==> config.mk <==
export PLATFORM = sky130hd
export DESIGN_NAME = imm_cell
export DESIGN_NICKNAME = d
export VERILOG_FILES = /design/src/rtl/integer_matrix_multiply_assert.svh /design/src/rtl/imm_pkg.sv /design/src/rtl/imm_cell.sv
export SDC_FILE = /design/constraint.sdc
export NUM_CORES = 1
export LEC_CHECK = 0
export ABC_AREA = 1
export BUFFER_PORTS_ARGS = -buffer_cell sky130_fd_sc_hd__buf_2
export CORE_AREA = 2 2 250 252
export DETAILED_ROUTE_END_ITERATION = 7
export DIE_AREA = 0 0 252 254
export HOLD_SLACK_MARGIN = 0.03
export PLACE_DENSITY_LB_ADDON = 0.3
export RECOVER_POWER = 25
export SYNTH_ARGS = -nofsm -noshare
export SYNTH_HDL_FRONTEND = slang
export SYNTH_SLANG_ARGS = --single-unit
==> constraint.sdc <==
create_clock -name clock -period 14 [get_ports clock]
set_input_delay 1.4 -clock clock [delete_from_list [all_inputs] [get_ports clock]]
set_output_delay 1.4 -clock clock [all_outputs]
set_load 0.01 [all_outputs]
==> src/rtl/integer_matrix_multiply_assert.svh <==
// Assertion macros used by the matrix multiply top level.
// Depends on nothing; the including module supplies clock and reset.
`ifndef INTEGER_MATRIX_MULTIPLY_ASSERT_SVH
`define INTEGER_MATRIX_MULTIPLY_ASSERT_SVH

// Same-cycle implication, ignored during reset
`define IMM_ASSERT_IMP(name, ante, cons) \
   name: assert property (@(posedge clock) disable iff (reset) (ante) |-> (cons)) \
      else $error("imm check failed");

// Next-cycle implication, ignored during reset
`define IMM_ASSERT_NXT(name, ante, cons) \
   name: assert property (@(posedge clock) disable iff (reset) (ante) |=> (cons)) \
      else $error("imm check failed");

`endif

==> src/rtl/imm_pkg.sv <==
// Types, constants and helpers for the integer matrix multiply block.
// No dependencies; used by imm_cell and integer_matrix_multiply.
package imm_pkg;

   localparam int MAX_DIM    = 8;
   localparam int DATA_WIDTH = 32;
   localparam int IDX_W      = $clog2(MAX_DIM);
   localparam int CNT_W      = IDX_W + 1;

   // input function codes
   localparam logic [1:0] FUNC_LOAD_A  = 2'd0;
   localparam logic [1:0] FUNC_LOAD_B  = 2'd1;
   localparam logic [1:0] FUNC_COMPUTE = 2'd2;

   // register indexes
   localparam logic [1:0] CSR_ROW_COUNT = 2'd0;
   localparam logic [1:0] CSR_DIM       = 2'd1;
   localparam logic [1:0] CSR_FIRST_ROW = 2'd2;

   typedef struct packed {
      logic [1:0]         func;
      logic [2:0]         row;
      logic [2:0]         col;
      logic signed [31:0] value;
   } req_type;

   typedef struct packed {
      logic signed [31:0] product;
      logic [8:0]         out_row;
      logic [2:0]         out_col;
      logic               last;
   } rsp_type;

   // operand travelling along the cell chain
   typedef struct packed {
      logic                  vld;
      logic                  first;
      logic [IDX_W-1:0]      k;
      logic [DATA_WIDTH-1:0] a;
   } link_type;

   // write of one stored element of the second matrix into a cell
   typedef struct packed {
      logic                  we;
      logic [IDX_W-1:0]      col;
      logic [DATA_WIDTH-1:0] value;
   } bload_type;

   // saturate a 4-bit size register to MAX_DIM
   function automatic logic [3:0] clamp_dim(input logic [3:0] v);
      logic [3:0] r;
      r = (32'(v) > MAX_DIM) ? 4'(MAX_DIM) : v;
      return r;
   endfunction

endpackage

==> src/rtl/imm_cell.sv <==
// One multiply-accumulate cell of the chain: holds one stored row of the
// second matrix and accumulates one output column. Depends on imm_pkg.
module imm_cell (
   input  logic                          clock,
   input  logic                          reset,
   input  imm_pkg::bload_type            bload,
   input  imm_pkg::link_type             link_in,
   output imm_pkg::link_type             link_out,
   output logic [imm_pkg::DATA_WIDTH-1:0] acc
);
   import imm_pkg::*;

   logic [DATA_WIDTH-1:0]   b_ff [MAX_DIM];
   link_type                link_ff;
   logic [DATA_WIDTH-1:0]   prod_ff;
   logic                    pvld_ff;
   logic                    pfirst_ff;
   logic [DATA_WIDTH-1:0]   acc_ff;
   logic [2*DATA_WIDTH-1:0] mult_in;

   // local element store, written by load transfers
   always_ff @(posedge clock) begin
      if (bload.we) begin
         b_ff[bload.col] <= bload.value;
      end
   end

   // forward operand to the neighbour
   always_ff @(posedge clock) begin
      if (reset) begin
         link_ff.vld <= 1'b0;
      end else begin
         link_ff.vld <= link_in.vld;
      end
      link_ff.first <= link_in.first;
      link_ff.k     <= link_in.k;
      link_ff.a     <= link_in.a;
   end

   // multiply stage, wraps to data width
   assign mult_in = link_in.a * b_ff[link_in.k];

   always_ff @(posedge clock) begin
      if (reset) begin
         pvld_ff <= 1'b0;
      end else begin
         pvld_ff <= link_in.vld;
      end
      pfirst_ff <= link_in.first;
      prod_ff   <= mult_in[DATA_WIDTH-1:0];
   end

   // accumulate, restarting on the first term of a dot product
   always_ff @(posedge clock) begin
      if (pvld_ff) begin
         acc_ff <= pfirst_ff ? prod_ff : acc_ff + prod_ff;
      end
   end

   assign link_out = link_ff;
   assign acc      = acc_ff;

endmodule

Yosys cells after proc, flatten, opt, wreduce, memory -nomap -nowiden
Memories as Yosys holds them, arrays and structs flattened. Cells that the tools add are included.

Add/sub/neg operators: 1. Multiply operators: 1. Multiplexer cells: 3.

Operator list (count): $add A32 B32 Y32 (1); $mul A32 B32 Y32 (1); $mux W32 (1); $mux W1 (2).

Register bits: 101. Bits in writable memories: 256. Input bits: 75. Output and inout bits: 69. Memories kept: 1.

Memories: b_ff (words 8, bits a word 32, rd ports 1, clocked after memory_dff 0, wr ports 1, RTL line imm_cell.sv:13) `logic [DATA_WIDTH-1:0] b_ff [MAX_DIM];`.

Depth between registers and ports, before layout
Depth in word-level cells: 2. Mapped depth: 39.

Worst setup path after synthesis
No wires, ideal clock.

Kind: in2reg. From: input port link_in[32] (netlist name). To: register prod_ff[28]. Library setup time: 0.123 ns. Arrival: 8.121 ns. Data required time: 13.877 ns. Setup slack: 5.756 ns. Stages: 31. Path buffers: 4. Cells stage by stage: buf_6 buf_6 buf_4 nor2_1 nor2_1 o21ai_0 o211ai_1 nand2_1 clkbuf_1 nor2_1 fa_1 inv_1 fa_1 fa_1 fa_1 inv_1 fa_1 inv_1 fa_1 inv_1 fa_1 fa_1 ha_1 nand2_1 nor2_1 inv_1 o21bai_1 a21boi_0 o21ai_0 a21oi_1 xor2_1.

Word-level cells in the longest chain between the ends: 2.

Ends and longest elaborated chain: start: declaration (RTL line imm_cell.sv:7) `input imm_pkg::link_type link_in,`; $mem_v2 Z8 W32; $mul A32 B32 Y32 (RTL line imm_cell.sv:41) `assign mult_in = link_in.a * b_ff[link_in.k];`; via mult_in[28] (RTL line imm_cell.sv:19) `logic [2*DATA_WIDTH-1:0] mult_in;`; end signal: assignment (RTL line imm_cell.sv:50) `prod_ff <= mult_in[DATA_WIDTH-1:0];`; end: declaration (RTL line imm_cell.sv:15) `logic [DATA_WIDTH-1:0] prod_ff;`.

The timed path passes the listed nets, and every way through them passes these cells. A chain may end at the register's enable or synchronous reset.

Worst setup path in the final report
Same ends and word-level chain as after synthesis.

==> reports/results.md <==
### Floorplan
* 0.495 — starting utilization of the core area
* 252 um — horizontal die dimension
* 254 um — Die Y-Extent
* 144 — I/O pin count
* 61,300 um2 — Placeable Area
* 91 — Placement Rows
* 64,000 um2 — Total Die Area

### Worst hold path
* flip-flop to flip-flop — type of the most critical hold path

### Synthesis
* 0 — Yosys Warn Count
* 49 — post-synthesis cell type count
* 357 — synthesis-stage register bit count
* 288 — number of enable-type register cells in the synthesized netlist
* edfxtp_1 29%, fa_1 27%, nand2_1 7.8%, inv_1 7.4%, ha_1 6.4% — ranking of synthesized cells by area
* 30,300 um2 — netlist area before placement
* 3,264 — Syn Inst Count
* edfxtp_1 — ys flop type
* 0 — Async S/R FF share, synth
* edfxtp_1 — Yosys top cell by area
* 9.29 um2 — Mean Syn Cell Area
* 3,902 — Net Count, Synth
* 0.285 — Yosys top cell area share
* 0.331 — post-synthesis sequential area ratio

### Timing
* 9740 ps — shortest clock period the worst path allows after layout
* 4260 ps — Final Worst Setup Slack
* 1890 ps — slew at the pin with the worst max-slew slack
* 0.103 GHz — Max Clock Freq
* 0.696 — share of the clock period used by the worst path after layout
* no — unrepaired setup endpoints after global routing
* 530 ps — Hold Slack
* -0.259 — Max-Slew Margin vs Limit
* 27.8 ps — clock skew
* 34 — number of slew-limit violations in the final report
* 0 — count of endpoints failing hold in the final timing report
* 0 ps — Final TNS setup
* 0 — number of failing setup endpoints in the final timing report

### Place
* 143 — number of port buffers
* 61.0 mm — placed wire-length estimate
* 0.946 — gp weighted congestion
* 3700 ps — pre-CTS setup slack

### Setup path
* prod_ff[28] — endpoint of the worst setup timing path
* fa_1 — Critical Path Most Common Cell
* 72 — largest fanout on the critical path
* buf_4 — master of the slowest instance on the critical path
* input pin — startpoint type of the worst setup path
* flip-flop — endpoint class of the critical path
* 10,210 ps — arrival time of the worst setup path
* link_in[32] — worst setup path startpoint
* 6130 ps — setup slack of the worst register-to-register path
* prod_ff[28] — Reg-to-Reg End
* 660 ps — biggest cell delay along the critical path
* b_ff[0][7] — worst reg2reg path startpoint
* 27 — number of cells on the worst reg-to-reg path
* 14,470 ps — Worst EP required
* input pin to flip-flop — path type of the worst setup path

### Finish
* 8.83% — area growth from synthesis to final layout
* nand2_1 — most common library cell in the layout ignoring fill and taps
* 0.539 — final core area utilization
* 5,559 — Filler Cells Inserted
* 10,000 um2 — area taken by flip-flops and latches
* 0.0728 — layout cell share with drive strength beyond 1
* 3,996 — count of nets after finishing
* 626 x nand2_1, 598 x inv_1, 465 x nor2_1, 409 x fa_1, 288 x edfxtp_1 — top library cells by usage in the layout, fill and taps aside
* 17,400 um2 — area of combinational cells with multiple inputs

### Detailed routing
* 5.30 — vias per cell
* 22,200 — total via count in the routed design
* 19.5 um — per-cell routed wire length
* 6 — count of TritonRoute iterations in the first routing pass
* 81.6 mm — WL final
* 0 — Routed Antenna Nets
* 0 — DRC violation count after routing
* 1,780 — iteration-0 DRC count of the detailed router

### Flow run
* 1 — total of max-cap violations

### CTS
* 357 — clk sink count
* clkbuf_16 — master cell of the clock root buffer
* built — clock tree from TritonCTS
* 0 — quantity of gates resized following cts
* 41 — number of CTS-inserted buffers
* 60 ps — clock input transition at the sequential cells of the worst setup and hold paths
* 590 ps — source-to-sink clock delay at the later pin of the worst-skew pair
* 3 — CTS Buffer Depth
* 0 — number of post-CTS setup repair buffers
* 0 — count of hold-fix buffers inserted at cts
* 2 — CTS H-tree lvls

### Outcome
* finished with violations — status
* capacitance limit, slew limit — violated checks

### Global routing
* 126 mm — first-pass GRT wire length
* 126 — pin count of the biggest net entering global routing
* 0.260 — overall routing resource usage
* 0 — remaining global-route overflow
* 5 — number of antenna violations at the first check in global routing
* 22,400 — vias in the first global route

-- layer usage --
metal	vias up	GRT usage	share of wire	wire [um]
li1	10300	-	-	-
met1	10800	0.326	0.40	32800
met2	862	0.439	0.48	38800
met3	188	0.0491	0.076	6170
met4	4	0.114	0.045	3680
met5	-	0	0.00033	27
-- cell usage after synthesis, types with 2 or more instances --
cell       count
a21boi_0       3
xor2_1        25
nor2_1       473
clkbuf_1      55
o21bai_1       7
clkinv_1      11
o221ai_1       4
o21a_1        11
buf_1          9
inv_2          4
nor3_1         9
a21boi_1       2
nor2_2         2
dfxtp_1       69
nor4_1         2
a21oi_1       71
xnor2_1       16
inv_1        598
fa_1         409
o2111ai_1      2
nand4_1       13
o211ai_1      32
o21ai_1       39
nand2_1      626
edfxtp_1     288
or2_2         19
buf_6         17
nand2_2        7
o211ai_2       7
nand3b_1       6
a211oi_1       2
o21ai_0       92
a31oi_1        4
buf_2         19
ha_1         154
buf_4         14
nand3_1      130
o21ai_2        2
-- worst max-delay path, delay by kind of cell --
family	cells	cell delay [ps]
adders and majority gates	9	4050
and+or+nand+nor	7	1330
buffers and inverters	5	1880
AOI/OAI and AO/OA	7	1310
xor gates and xnor gates	1	160
-- logic make-up (layout without fill, tap and decap cells) --
family / count (synthesis) / in the layout / share of synthesized area
AND/OR/NAND/NOR: 1290 / 1290 / 0.170
buffers and inverters: 730 / 857 / 0.0977
adder cells (fa/ha/maj): 563 / 563 / 0.334
flip-flops: 357 / 357 / 0.331
AO/OA/AOI/OAI: 281 / 281 / 0.0543
XOR/XNOR: 43 / 43 / 0.0134
other: 0 / 2 / 0
-- registers in the layout (all words and copies together) (netlist names) --
| register | count |
|---|---|
| pfirst_ff | 1 |
| b_ff | 256 |
| acc | 32 |
| prod_ff | 32 |
| pvld_ff | 1 |
| link_out | 35 |
-- worst min path at each step --
stage                      from       to  slack, ps  cells past startpoint
floorplan            prod_ff[0]   acc[0]        510                      2
global placement     prod_ff[0]   acc[0]        510                      2
detailed placement   prod_ff[0]   acc[0]        520                      2
CTS                  prod_ff[0]   acc[0]        530                      2
global route        prod_ff[25]  acc[25]        570                      2
finish               prod_ff[0]   acc[0]        530                      2
-- metrics by stage --
step / cell area (um2) / instances
floorplan: 30300 / 3264
global placement: 31600 / 4105
detailed placement: 31600 / 4105
CTS: 33000 / 4181
global route: 33000 / 4183
finish: 33000 / 4183
-- area by class of cell --
cell class	count	area share
Antenna cell	2	0.000152
Timing Repair Buffer	166	0.0255
Multi-Input combinational cell	2177	0.527
Tap cell	790	0.0300
Clock buffer	52	0.0345
Inverter	615	0.0702
Sequential cell	357	0.304
Clock inverter	24	0.00880
Power is not shown: default switching activity piles up to over one toggle a cycle in this logic, so the estimate is an artifact.
